## config.mk

```make
export PLATFORM = sky130hd
export DESIGN_NAME = char_lcd_nibble_interface
export DESIGN_NICKNAME = d
export VERILOG_FILES = /design/src/rtl/lcdn_pkg.sv /design/src/rtl/char_lcd_nibble_interface.sv /design/src/rtl/lcdn_front.sv /design/src/rtl/lcdn_queue.sv /design/src/rtl/lcdn_back.sv
export SDC_FILE = /design/constraint.sdc
export NUM_CORES = 1
export LEC_CHECK = 0
export BUFFER_PORTS_ARGS = -buffer_cell sky130_fd_sc_hd__clkbuf_2
export CORE_MARGIN = 4
export CORE_UTILIZATION = 60
export CTS_BUF_LIST = sky130_fd_sc_hd__clkbuf_8
export CTS_CLUSTER_DIAMETER = 30
export DETAILED_ROUTE_END_ITERATION = 8
export GPL_ROUTABILITY_DRIVEN = 0
export HOLD_SLACK_MARGIN = 0.05
export PLACE_DENSITY = 0.84
export SYNTH_ARGS = -nofsm -noshare
export SYNTH_HDL_FRONTEND = slang
export SYNTH_SLANG_ARGS = --single-unit
```

## constraint.sdc

```tcl
create_clock -name clk -period 4.38 [get_ports clk]
set_clock_uncertainty 0.05 [all_clocks]
set_input_delay 0.438 -clock clk [delete_from_list [all_inputs] [get_ports clk]]
set_output_delay 0.438 -clock clk [all_outputs]
set_load 0.02 [all_outputs]
```

## src/rtl/lcdn_pkg.sv

```systemverilog
// ----------------------------------------------------------------------------
// lcdn_pkg
// Shared types, codes and the request script table for the 4-bit LCD
// interface.
// ----------------------------------------------------------------------------
package lcdn_pkg;

  localparam logic [2:0] OP_CMD   = 3'd0;
  localparam logic [2:0] OP_DATA  = 3'd1;
  localparam logic [2:0] OP_INIT  = 3'd2;
  localparam logic [2:0] OP_CURS  = 3'd3;
  localparam logic [2:0] OP_CLEAR = 3'd4;
  localparam logic [2:0] OP_SHR   = 3'd5;
  localparam logic [2:0] OP_SHL   = 3'd6;
  localparam logic [2:0] OP_NONE  = 3'd7;

  localparam logic [1:0] REG_PULSE = 2'd0;
  localparam logic [1:0] REG_PWRUP = 2'd1;
  localparam logic [1:0] REG_CLEAR = 2'd2;

  localparam logic [7:0] PULSE_RST = 8'd1;
  localparam logic [7:0] PWRUP_RST = 8'd50;
  localparam logic [7:0] CLEAR_RST = 8'd1;

  localparam logic [7:0] B_HOME    = 8'h02;
  localparam logic [7:0] B_FUNC    = 8'h28;
  localparam logic [7:0] B_DISP    = 8'h0c;
  localparam logic [7:0] B_CLEAR   = 8'h01;
  localparam logic [7:0] B_ENTRY   = 8'h06;
  localparam logic [7:0] B_DDRAM   = 8'h80;
  localparam logic [7:0] B_LINE2   = 8'h40;
  localparam logic [7:0] B_SHR     = 8'd28;
  localparam logic [7:0] B_SHL     = 8'd24;

  localparam logic [7:0] WAIT_PWRUP_NIB = 8'h00;
  localparam logic [7:0] WAIT_CLEAR_NIB = 8'h01;

  localparam int QDEPTH = 4;
  localparam int QAW    = $clog2(QDEPTH);

  localparam logic KIND_BYTE = 1'b0;
  localparam logic KIND_WAIT = 1'b1;

  localparam logic WSEL_PWRUP = 1'b0;
  localparam logic WSEL_CLEAR = 1'b1;

  typedef struct packed {
    logic       kind;
    logic       rs;
    logic [7:0] value;
    logic       wsel;
    logic       last;
  } step_t;

  typedef struct packed {
    logic [7:0] pulse;
    logic [7:0] pwrup;
    logic [7:0] clear;
  } cfg_t;

  function automatic step_t lcdn_byte(input logic rs, input logic [7:0] b,
                                      input logic last);
    step_t s;
    s.kind  = KIND_BYTE;
    s.rs    = rs;
    s.value = b;
    s.wsel  = WSEL_PWRUP;
    s.last  = last;
    return s;
  endfunction

  function automatic step_t lcdn_wait(input logic wsel, input logic last);
    step_t s;
    s.kind  = KIND_WAIT;
    s.rs    = 1'b0;
    s.value = (wsel == WSEL_CLEAR) ? WAIT_CLEAR_NIB : WAIT_PWRUP_NIB;
    s.wsel  = wsel;
    s.last  = last;
    return s;
  endfunction

  function automatic step_t lcdn_script(input logic [2:0] op, input logic [7:0] b,
                                        input logic [2:0] idx);
    step_t s;
    s = lcdn_byte(1'b0, b, 1'b1);
    case (op)
      OP_DATA:  s = lcdn_byte(1'b1, b, 1'b1);
      OP_INIT: begin
        case (idx)
          3'd0:    s = lcdn_wait(WSEL_PWRUP, 1'b0);
          3'd1:    s = lcdn_byte(1'b0, B_HOME, 1'b0);
          3'd2:    s = lcdn_byte(1'b0, B_FUNC, 1'b0);
          3'd3:    s = lcdn_byte(1'b0, B_DISP, 1'b0);
          3'd4:    s = lcdn_byte(1'b0, B_CLEAR, 1'b0);
          3'd5:    s = lcdn_wait(WSEL_CLEAR, 1'b0);
          default: s = lcdn_byte(1'b0, B_ENTRY, 1'b1);
        endcase
      end
      OP_CLEAR: begin
        if (idx == 3'd0) begin
          s = lcdn_byte(1'b0, B_CLEAR, 1'b0);
        end else begin
          s = lcdn_wait(WSEL_CLEAR, 1'b1);
        end
      end
      default:  s = lcdn_byte(1'b0, b, 1'b1);
    endcase
    return s;
  endfunction

endpackage

```

## src/rtl/char_lcd_nibble_interface.sv

```systemverilog
// ----------------------------------------------------------------------------
// char_lcd_nibble_interface
// Character LCD driver on a 4-bit bus: turns requests into timed pin phases.
//
//   channel  direction  transaction
//   in_*     input      one request (operation, byte, line, column)
//   out_*    output     one pin phase (RS, D7..D4, EN, hold, last)
//   apb      input      register write/read (pulse, power-up, clear waits)
//
// A byte step expands to four pin phases, a wait step to one, in the phase
// generator (lcdn_back). Init spans 22 phases, clear 5 and other operations 4.
// Reset is synchronous, active low; registers return to 1, 50 and 1 ms.
// A stalled output holds the phase while the step queue keeps filling. The
// front end queues one step per cycle, takes the next request once every step
// of the current one is queued, and stalls while the queue is full.
// ----------------------------------------------------------------------------
module char_lcd_nibble_interface
  import lcdn_pkg::*;
(
  input  logic        clk,
  input  logic        rst_n,
  input  logic        in_valid,
  output logic        in_ready,
  input  logic [2:0]  in_operation,
  input  logic [7:0]  in_byte_value,
  input  logic        in_line,
  input  logic [5:0]  in_column,
  output logic        out_valid,
  input  logic        out_ready,
  output logic        out_register_select,
  output logic [3:0]  out_data_nibble,
  output logic        out_enable,
  output logic [7:0]  out_hold_ms,
  output logic        out_last,
  input  logic        psel,
  input  logic        penable,
  input  logic        pwrite,
  input  logic [3:0]  paddr,
  input  logic [31:0] pwdata,
  output logic [31:0] prdata,
  output logic        pready
);

  cfg_t       cfg_r;
  logic       q_push, q_pop, q_empty, q_full;
  step_t      q_wdata, q_rdata;
  logic       wr_en;
  logic [1:0] reg_idx;

  assign pready  = 1'b1;
  assign reg_idx = paddr[3:2];
  assign wr_en   = psel && penable && pwrite;

  always_ff @(posedge clk) begin
    if (!rst_n) begin
      cfg_r.pulse <= PULSE_RST;
      cfg_r.pwrup <= PWRUP_RST;
      cfg_r.clear <= CLEAR_RST;
    end else if (wr_en) begin
      case (reg_idx)
        REG_PULSE: cfg_r.pulse <= pwdata[7:0];
        REG_PWRUP: cfg_r.pwrup <= pwdata[7:0];
        REG_CLEAR: cfg_r.clear <= pwdata[7:0];
        default: ;
      endcase
    end
  end

  always_comb begin
    case (reg_idx)
      REG_PULSE: prdata = {24'd0, cfg_r.pulse};
      REG_PWRUP: prdata = {24'd0, cfg_r.pwrup};
      REG_CLEAR: prdata = {24'd0, cfg_r.clear};
      default:   prdata = 32'd0;
    endcase
  end

  lcdn_front u_front (
    .clk           (clk),
    .rst_n         (rst_n),
    .in_valid      (in_valid),
    .in_ready      (in_ready),
    .in_operation  (in_operation),
    .in_byte_value (in_byte_value),
    .in_line       (in_line),
    .in_column     (in_column),
    .q_full        (q_full),
    .q_push        (q_push),
    .q_wdata       (q_wdata)
  );

  lcdn_queue u_queue (
    .clk   (clk),
    .rst_n (rst_n),
    .push  (q_push),
    .wdata (q_wdata),
    .pop   (q_pop),
    .rdata (q_rdata),
    .empty (q_empty),
    .full  (q_full)
  );

  lcdn_back u_back (
    .clk                 (clk),
    .rst_n               (rst_n),
    .cfg                 (cfg_r),
    .q_empty             (q_empty),
    .q_rdata             (q_rdata),
    .q_pop               (q_pop),
    .out_valid           (out_valid),
    .out_ready           (out_ready),
    .out_register_select (out_register_select),
    .out_data_nibble     (out_data_nibble),
    .out_enable          (out_enable),
    .out_hold_ms         (out_hold_ms),
    .out_last            (out_last)
  );

  a_no_overflow: assert property (@(posedge clk) disable iff (!rst_n)
    q_full |-> !q_push)
    else $error("step queue pushed while full");

  a_no_underflow: assert property (@(posedge clk) disable iff (!rst_n)
    q_empty |-> !q_pop)
    else $error("step queue popped while empty");

  a_en_hold: assert property (@(posedge clk) disable iff (!rst_n)
    out_valid && out_enable |-> out_hold_ms == cfg_r.pulse)
    else $error("enable phase hold differs from pulse setting");

  a_drop_unknown: assert property (@(posedge clk) disable iff (!rst_n)
    in_valid && in_ready && in_operation == OP_NONE |=> in_ready)
    else $error("unknown operation left front end busy");

endmodule

```

## src/rtl/lcdn_front.sv

```systemverilog
// ----------------------------------------------------------------------------
// lcdn_front
// Accepts requests, resolves the command byte and walks the request script,
// pushing one byte or wait step per cycle into the step queue unless full.
// ----------------------------------------------------------------------------
module lcdn_front
  import lcdn_pkg::*;
(
  input  logic       clk,
  input  logic       rst_n,
  input  logic       in_valid,
  output logic       in_ready,
  input  logic [2:0] in_operation,
  input  logic [7:0] in_byte_value,
  input  logic       in_line,
  input  logic [5:0] in_column,
  input  logic       q_full,
  output logic       q_push,
  output step_t      q_wdata
);

  logic       busy_r, busy_nxt;
  logic [2:0] op_r;
  logic [7:0] byte_r;
  logic [2:0] idx_r, idx_nxt;
  logic       take;
  logic [7:0] curs_byte;

  assign in_ready  = !busy_r;
  assign take      = in_valid && in_ready && (in_operation != OP_NONE);
  assign curs_byte = B_DDRAM + (in_line ? B_LINE2 : 8'h00) + {2'b00, in_column};
  assign q_wdata   = lcdn_script(op_r, byte_r, idx_r);
  assign q_push    = busy_r && !q_full;

  always_comb begin
    busy_nxt = busy_r;
    idx_nxt  = idx_r;
    if (q_push) begin
      idx_nxt = idx_r + 3'd1;
      if (q_wdata.last) begin
        busy_nxt = 1'b0;
      end
    end
    if (take) begin
      busy_nxt = 1'b1;
      idx_nxt  = 3'd0;
    end
  end

  always_ff @(posedge clk) begin
    if (!rst_n) begin
      busy_r <= 1'b0;
      idx_r  <= 3'd0;
    end else begin
      busy_r <= busy_nxt;
      idx_r  <= idx_nxt;
    end
  end

  always_ff @(posedge clk) begin
    if (take) begin
      op_r   <= in_operation;
      byte_r <= (in_operation == OP_CURS) ? curs_byte :
                (in_operation == OP_SHR)  ? B_SHR :
                (in_operation == OP_SHL)  ? B_SHL : in_byte_value;
    end
  end

endmodule

```

## src/rtl/lcdn_queue.sv

```systemverilog
// ----------------------------------------------------------------------------
// lcdn_queue
// Short step queue between the request front end and the phase generator.
// ----------------------------------------------------------------------------
module lcdn_queue
  import lcdn_pkg::*;
(
  input  logic  clk,
  input  logic  rst_n,
  input  logic  push,
  input  step_t wdata,
  input  logic  pop,
  output step_t rdata,
  output logic  empty,
  output logic  full
);

  step_t          mem_r [QDEPTH];
  logic [QAW-1:0] wptr_r, rptr_r;
  logic [QAW:0]   cnt_r, cnt_nxt;

  assign empty = (cnt_r == '0);
  assign full  = (cnt_r == (QAW+1)'(QDEPTH));
  assign rdata = mem_r[rptr_r];

  always_comb begin
    cnt_nxt = cnt_r;
    if (push && !pop) begin
      cnt_nxt = cnt_r + 1'b1;
    end else if (pop && !push) begin
      cnt_nxt = cnt_r - 1'b1;
    end
  end

  always_ff @(posedge clk) begin
    if (!rst_n) begin
      wptr_r <= '0;
      rptr_r <= '0;
      cnt_r  <= '0;
    end else begin
      cnt_r <= cnt_nxt;
      if (push) begin
        wptr_r <= wptr_r + 1'b1;
      end
      if (pop) begin
        rptr_r <= rptr_r + 1'b1;
      end
    end
  end

  always_ff @(posedge clk) begin
    if (push) begin
      mem_r[wptr_r] <= wdata;
    end
  end

endmodule

```

## src/rtl/lcdn_back.sv

```systemverilog
// ----------------------------------------------------------------------------
// lcdn_back
// Expands each step into pin phases (four per byte, one per wait) and holds
// the current phase in the output register.
// ----------------------------------------------------------------------------
module lcdn_back
  import lcdn_pkg::*;
(
  input  logic       clk,
  input  logic       rst_n,
  input  cfg_t       cfg,
  input  logic       q_empty,
  input  step_t      q_rdata,
  output logic       q_pop,
  output logic       out_valid,
  input  logic       out_ready,
  output logic       out_register_select,
  output logic [3:0] out_data_nibble,
  output logic       out_enable,
  output logic [7:0] out_hold_ms,
  output logic       out_last
);

  step_t      cur_r;
  logic       cur_valid_r, cur_valid_nxt;
  logic [1:0] ph_r, ph_nxt;
  logic       ovalid_r, ovalid_nxt;
  logic       rs_r, en_r, last_r;
  logic [3:0] nib_r;
  logic [7:0] hold_r;
  logic       emit, fin;

  assign emit  = cur_valid_r && (!ovalid_r || out_ready);
  assign fin   = emit && ((cur_r.kind == KIND_WAIT) || (ph_r == 2'd3));
  assign q_pop = !q_empty && (!cur_valid_r || fin);

  always_comb begin
    cur_valid_nxt = cur_valid_r;
    ph_nxt        = ph_r;
    ovalid_nxt    = ovalid_r;
    if (out_ready) begin
      ovalid_nxt = 1'b0;
    end
    if (emit) begin
      ovalid_nxt = 1'b1;
      ph_nxt     = ph_r + 2'd1;
    end
    if (fin) begin
      cur_valid_nxt = 1'b0;
    end
    if (q_pop) begin
      cur_valid_nxt = 1'b1;
      ph_nxt        = 2'd0;
    end
  end

  always_ff @(posedge clk) begin
    if (!rst_n) begin
      cur_valid_r <= 1'b0;
      ph_r        <= 2'd0;
      ovalid_r    <= 1'b0;
    end else begin
      cur_valid_r <= cur_valid_nxt;
      ph_r        <= ph_nxt;
      ovalid_r    <= ovalid_nxt;
    end
  end

  always_ff @(posedge clk) begin
    if (q_pop) begin
      cur_r <= q_rdata;
    end
    if (emit) begin
      rs_r   <= cur_r.rs;
      last_r <= fin && cur_r.last;
      if (cur_r.kind == KIND_WAIT) begin
        nib_r  <= cur_r.value[3:0];
        en_r   <= 1'b0;
        hold_r <= (cur_r.wsel == WSEL_CLEAR) ? cfg.clear : cfg.pwrup;
      end else begin
        nib_r  <= ph_r[1] ? cur_r.value[3:0] : cur_r.value[7:4];
        en_r   <= !ph_r[0];
        hold_r <= cfg.pulse;
      end
    end
  end

  assign out_valid           = ovalid_r;
  assign out_register_select = rs_r;
  assign out_data_nibble     = nib_r;
  assign out_enable          = en_r;
  assign out_hold_ms         = hold_r;
  assign out_last            = last_r;

endmodule
```

Yosys cells after proc, flatten, opt, wreduce, memory -nomap -nowiden
Memory sizes are Yosys's and may differ from the RTL's. A register that Yosys moved wholly into a read port is not among the register bits.
Cells that the tools add are included.

storage, ports and cells
  bits in registers = 65
  bits in writable memories = 48
  bits of input ports = 61
  output and inout port bits = 50
  word-level logic and storage cells = 103
  memories = 1

cells by class
  add/subtract/negate cells = 8
  eq/ne operators = 16
  multiplexer cells = 23
  bitwise gates (word level) = 1
  reductions and logical operators = 36

memory list
  name           depth  bits a word  rd ports  clocked after Yosys merged registers in  wr ports  line              text
  u_queue.mem_r  4      12           1         1                                        1         lcdn_queue.sv:18  step_t mem_r [QDEPTH];

operator list
  kind                                                                   number
  12-bit one-hot mux with 6 select lines                                 1
  8-bit 2-to-1 mux                                                       5
  12-bit one-hot mux with 3 select lines                                 1
  8-bit one-hot mux with 3 select lines                                  1
  3-bit equality test, second input constant                             6
  3-bit by 2-bit equality test with 1-bit output, second input constant  4
  12-bit 2-to-1 mux                                                      1
  1-bit logical AND                                                      11
  2-bit nonzero test                                                     5
  1-bit 2-to-1 mux                                                       9
  8-bit by 6-bit adder with 8-bit output                                 1
  8-bit adder, first input constant                                      1
  1-bit logical NOT                                                      8
  4-bit 2-to-1 mux                                                       2
  2-bit AND reduction                                                    4
  7-bit 2-to-1 mux                                                       1
  2-bit by 1-bit adder with 2-bit output, second input constant          3
  3-bit by 1-bit adder with 3-bit output, second input constant          2
  3-bit by 1-bit equality test with 1-bit output, second input constant  2
  3-bit logical NOT                                                      2
  3-bit 2-to-1 mux                                                       2
  2-bit equality test, second input constant                             2
  2-bit OR reduction                                                     2
  1-bit logical OR                                                       3
  other kinds (5)                                                        5

Longest topological paths before layout
  depth after elaboration = 9
  depth in mapped cells = 12
  gate-level depth less buffers = 11

Hierarchy
Synthesis repeated with hierarchy kept, for this count alone.

second synthesis, totals
  cells, all modules = 458
  area, all modules = 5,831.8 um2

by module, submodules not included
  module                     times used  cells each  area each (um2)  sequential area each (um2)
  lcdn_queue                 1           105         2,180.8          1,621.6
  char_lcd_nibble_interface  1           149         1,332.5          480.5
  lcdn_back                  1           85          1,251.2          890.9
  lcdn_front                 1           119         1,067.3          410.4

Least setup slack after synthesis
OpenSTA, ideal clock, no wires.

  path type = register to register
  from = reg u_back.ovalid_r, in the netlist u_back.out_valid
  to = reg u_queue.cnt_r[2]
  library setup time = 0.076 ns
  arrival = 2.273 ns
  data required time = 4.254 ns
  setup slack = 1.982 ns
  stages on the path, launching flop included = 12
  buffers on the path = 1
  path through = dfxtp_1 nor2b_1 o21ai_1 and2_1 buf_6 inv_1 ha_1 inv_1 fa_1 xor2_1 or3_1 a21boi_0

on the way
  cells in the longest elaborated chain, start to end = 9

ends and longest elaborated chain
  item                                                           line                             text
  from (decl)                                                    lcdn_back.sv:27                  logic ovalid_r, ovalid_nxt;
  from (signal assigned)                                         lcdn_back.sv:65                  ovalid_r <= ovalid_nxt;
  1-bit logical NOT (*)                                          lcdn_back.sv:33                  assign emit = cur_valid_r && (!ovalid_r || out_ready);
  1-bit logical OR (*)                                           lcdn_back.sv:33
  1-bit logical AND (*)                                          lcdn_back.sv:33
  1-bit logical AND (*)                                          lcdn_back.sv:34                  assign fin = emit && ((cur_r.kind == KIND_WAIT) || (ph_r == 2'd3));
  1-bit logical OR (*)                                           lcdn_back.sv:35                  assign q_pop = !q_empty && (!cur_valid_r || fin);
  1-bit logical AND (*)                                          lcdn_back.sv:35
  named net q_pop                                                char_lcd_nibble_interface.sv:45  logic q_push, q_pop, q_empty, q_full;
  1-bit logical NOT                                              lcdn_queue.sv:28                 if (push && !pop) begin
  1-bit logical AND                                              lcdn_queue.sv:28
  3-bit 2-to-1 mux / 2-bit nonzero test (equally long branches)  -
  to (signal assigned)                                           lcdn_queue.sv:41                 cnt_r <= cnt_nxt;
  to (decl)                                                      lcdn_queue.sv:20                 logic [QAW:0] cnt_r, cnt_nxt;

The timed path passes the listed nets; every way through them passes the cells marked *.
A chain may end at the register's enable or synchronous reset.

Worst setup path in the final report
  from = reg u_back.cur_r[11] (netlist name)
  to = reg u_queue.cnt_r[2]

on the way
  cells in the longest elaborated chain, start to end = 7

ends and longest elaborated chain
  item                                                           line
  1-bit logical OR (*)                                           lcdn_back.sv:34
  1-bit logical AND (*)                                          lcdn_back.sv:34
  1-bit logical OR (*)                                           lcdn_back.sv:35
  1-bit logical AND (*)                                          lcdn_back.sv:35
  1-bit logical NOT                                              lcdn_queue.sv:28
  1-bit logical AND                                              lcdn_queue.sv:28
  3-bit 2-to-1 mux / 2-bit nonzero test (equally long branches)  -

Every way passes the cells marked *; elsewhere a longest branch is shown, timed or not.

==> reports/results.tsv <==
metric	value	unit
first-pass GRT wire length	16300	um
Syn. warnings	0	
placed wire-length estimate	6760	um
Leak	2.41	nW
Critical Path Start	u_back.cur_r[11]$_DFFE_PP_	
CTS HTree Levels	4	
die width	106	um
status	finished, final reports clean	
Crit Path Max Fanout	19	
fraction of layout cells with a size suffix above 1	22.7	%
Primary FF master, synth	edfxtp_1	
CTS tree	yes	
Mean Syn Cell Area	12.7	um2
max-cap check violation count	0	
Layout area overhead	9.93	%
post-synthesis register bit count	125	
Worst Max-Slew Pin Slew	0.986	ns
CTS Buf Count	17	
drc violations	0	
Initial Util	61.7	%
Routed WL per cell	15.4	um
post-CTS setup buffers	0	
total grt overflow	0	
Std-Cell Rows	35	
DRT Pass-1 Iters	5	
Data arrival, critical path	3.48	ns
detailed-route via count	3451	
Worst Hold Depth	3	
cell area power density	529	nW/um2
FMAX	314	MHz
vias in the first global route	3399	
Max clock buf depth	2	
slew margin rel.	34.3	%
Worst R2R Path Depth	10	
Hold Crit Class	in -> reg	
die height	106	um
Final Hold Viols	0	
I/O pin cnt	111	
clock tree root driver cell	clkbuf_8	
post-cts sizing count	0	
PortBufs	59	
initial DRC count	187	
die area	11200	um2
Post-synth EDFFs	86	
Post-synth ARST share	0	%
R2R setup slack	1.20	ns
Slew Viols, Final	0	
Detailed Route WL	9930	um
fillcell total	692	
WP data required	4.68	ns
multi-input logic area	2070	um2
post-route minimum period	3.18	ns
core box area	9280	um2
Skew-Pair Late Insertion Delay	0.43	ns
worst hold start	pwdata[0]	
Setup CP Type	reg -> reg	
Nets	576	
Post-Syn Area	5730	um2
Final TNS setup	0	ns
crit end category	flop	
register area share after synthesis	58.7	%
final setup fails	0	
largest net degree at the start of global routing	50	
Total Power	3.33	mW
Hold Buf Count CTS	0	
Startpoint Class	flop	
RR Startpoint	u_back.cur_r[11]$_DFFE_PP_	
clock slew at reported path FFs	0.07	ns
cells after synthesis	450	
Final period util	72.7	%
ant diodes	0	
antenna violations before repair	0	
via density per instance	5.35	
Total GRT Usage	18.8	%
Netlist cell types	48	
Final ANT Viol Nets	0	
Sequential cell area	3360	um2
Worst IR Drop VDD	0.261	mV
RSZ-0062 raised after global routing	no	
clk sinks	125	
-- placed cells by master, fill, tap and decap left out, types with 8 or more instances in the layout --
cell	Yosys	routed
edfxtp_1	86	86
clkbuf_2	0	59
mux2i_1	39	39
dfxtp_1	39	39
nand2_1	33	33
o21ai_0	25	25
conb_1	2	25
nor2_1	22	22
nor2b_1	17	17
a21oi_1	17	17
clkbuf_8	0	17
inv_1	11	14
mux4_2	12	12
ha_1	11	11
nand3_1	10	10
o21ai_1	9	9
and2_1	8	8
-- registers in the layout, summed over array words and instances (netlist names), 2 cells and up --
register                cells
cfg_r                      24
u_back.cur_r               12
u_back.out_data_nibble      4
u_back.out_hold_ms          8
u_back.ph_r                 2
u_front.byte_r              8
u_front.idx_r               3
u_front.op_r                3
u_queue.cnt_r               3
u_queue.mem_r              48
u_queue.rptr_r              2
u_queue.wptr_r              2
-- final timing paths --
| check | end |
|---|---|
| hold reg to reg | u_back.out_register_select$_DFFE_PP_ |
| setup reg to reg | u_queue.cnt_r[2]$_SDFFE_PN0P_ |
| hold / removal | cfg_r[16]$_SDFFE_PN1P_ |
| setup / recovery | u_queue.cnt_r[2]$_SDFFE_PN0P_ |
-- power breakdown --
part	total (mW)	switching, mW	internal [mW]
sequential	1.69	0.159	1.53
clock	0.932	0.440	0.492
combinational	0.715	0.396	0.319
total	3.33	0.995	2.34
-- cell usage after synthesis (all sizes together), types with 2 or more instances --
cell    instances  area, um2
edfxtp         86       2580
buf            46        337
dfxtp          39        781
mux2i          39        390
o21ai          39        214
nand2          33        124
nor2           22       82.6
a21oi          17       85.1
nor2b          17        106
nand3          15        100
mux4           12        270
ha             11        138
inv            11       41.3
and2            9       56.3
nor3b           6       55.1
nand2b          5       38.8
a22o            4       35.0
mux2            4       45.0
a21boi          3       22.5
and3            3       18.8
clkbuf          3       11.3
or3             3       18.8
xnor2           3       26.3
conb            2       7.51
nor3            2       10.0
o21a            2       15.0
or2             2       12.5
xor2            2       17.5
-- worst max-delay path, cell delays in order, from the launching register on --
cell,delay (ns)
edfxtp_1,0.77
nor2_1,0.16
o21ai_1,0.28
and2_1,0.65
inv_1,0.15
ha_1,0.25
inv_1,0.07
fa_1,0.18
xor2_1,0.07
or3_1,0.29
a21boi_0,0.16
-- kinds of logic after synthesis --
family                     Yosys count  synth area share (%)
muxes                               55                  12.3
AOI/OAI and AO/OA                   71                  7.29
adders and majority gates           12                  2.75
and+or+nand+nor                    120                  11.3
other                                2                 0.131
xor gates and xnor gates             5                 0.764
buffers and inverters               60                  6.79
DFF                                125                  58.7
-- layout make-up --
cell class | instances | area share [%]
sequential | 125 | 53.4
timing repair buffer | 60 | 4.81
clock inverter | 15 | 2.10
clock buffer | 17 | 3.71
tap | 129 | 2.56
inverter | 11 | 0.655
multi-input combinational | 288 | 32.8
-- per-stage QoR --
step / worst slack (ns) / hold slack [ns] / cell area (um2) / utilization [%] / cells
6_report: 1.20 / 0.216 / 6300 / 67.9 / 645
3_5_place_dp: 1.23 / 0.365 / 5930 / 63.9 / 613
3_3_place_gp: 1.41 / 0.359 / 5930 / 63.9 / 613
5_1_grt: 0.934 / 0.213 / 6300 / 67.9 / 645
4_1_cts: 1.21 / 0.200 / 6300 / 67.9 / 645
2_1_floorplan: 1.98 / 0.350 / 5820 / - / 473
-- metal layers --
layer,wire length (um),track usage [%]
met1,4210,22.5
met2,5060,32.1
met4,80,6.48
met3,584,5.88
met5,0,0
Note: power is estimated with default switching activity, not from simulation.
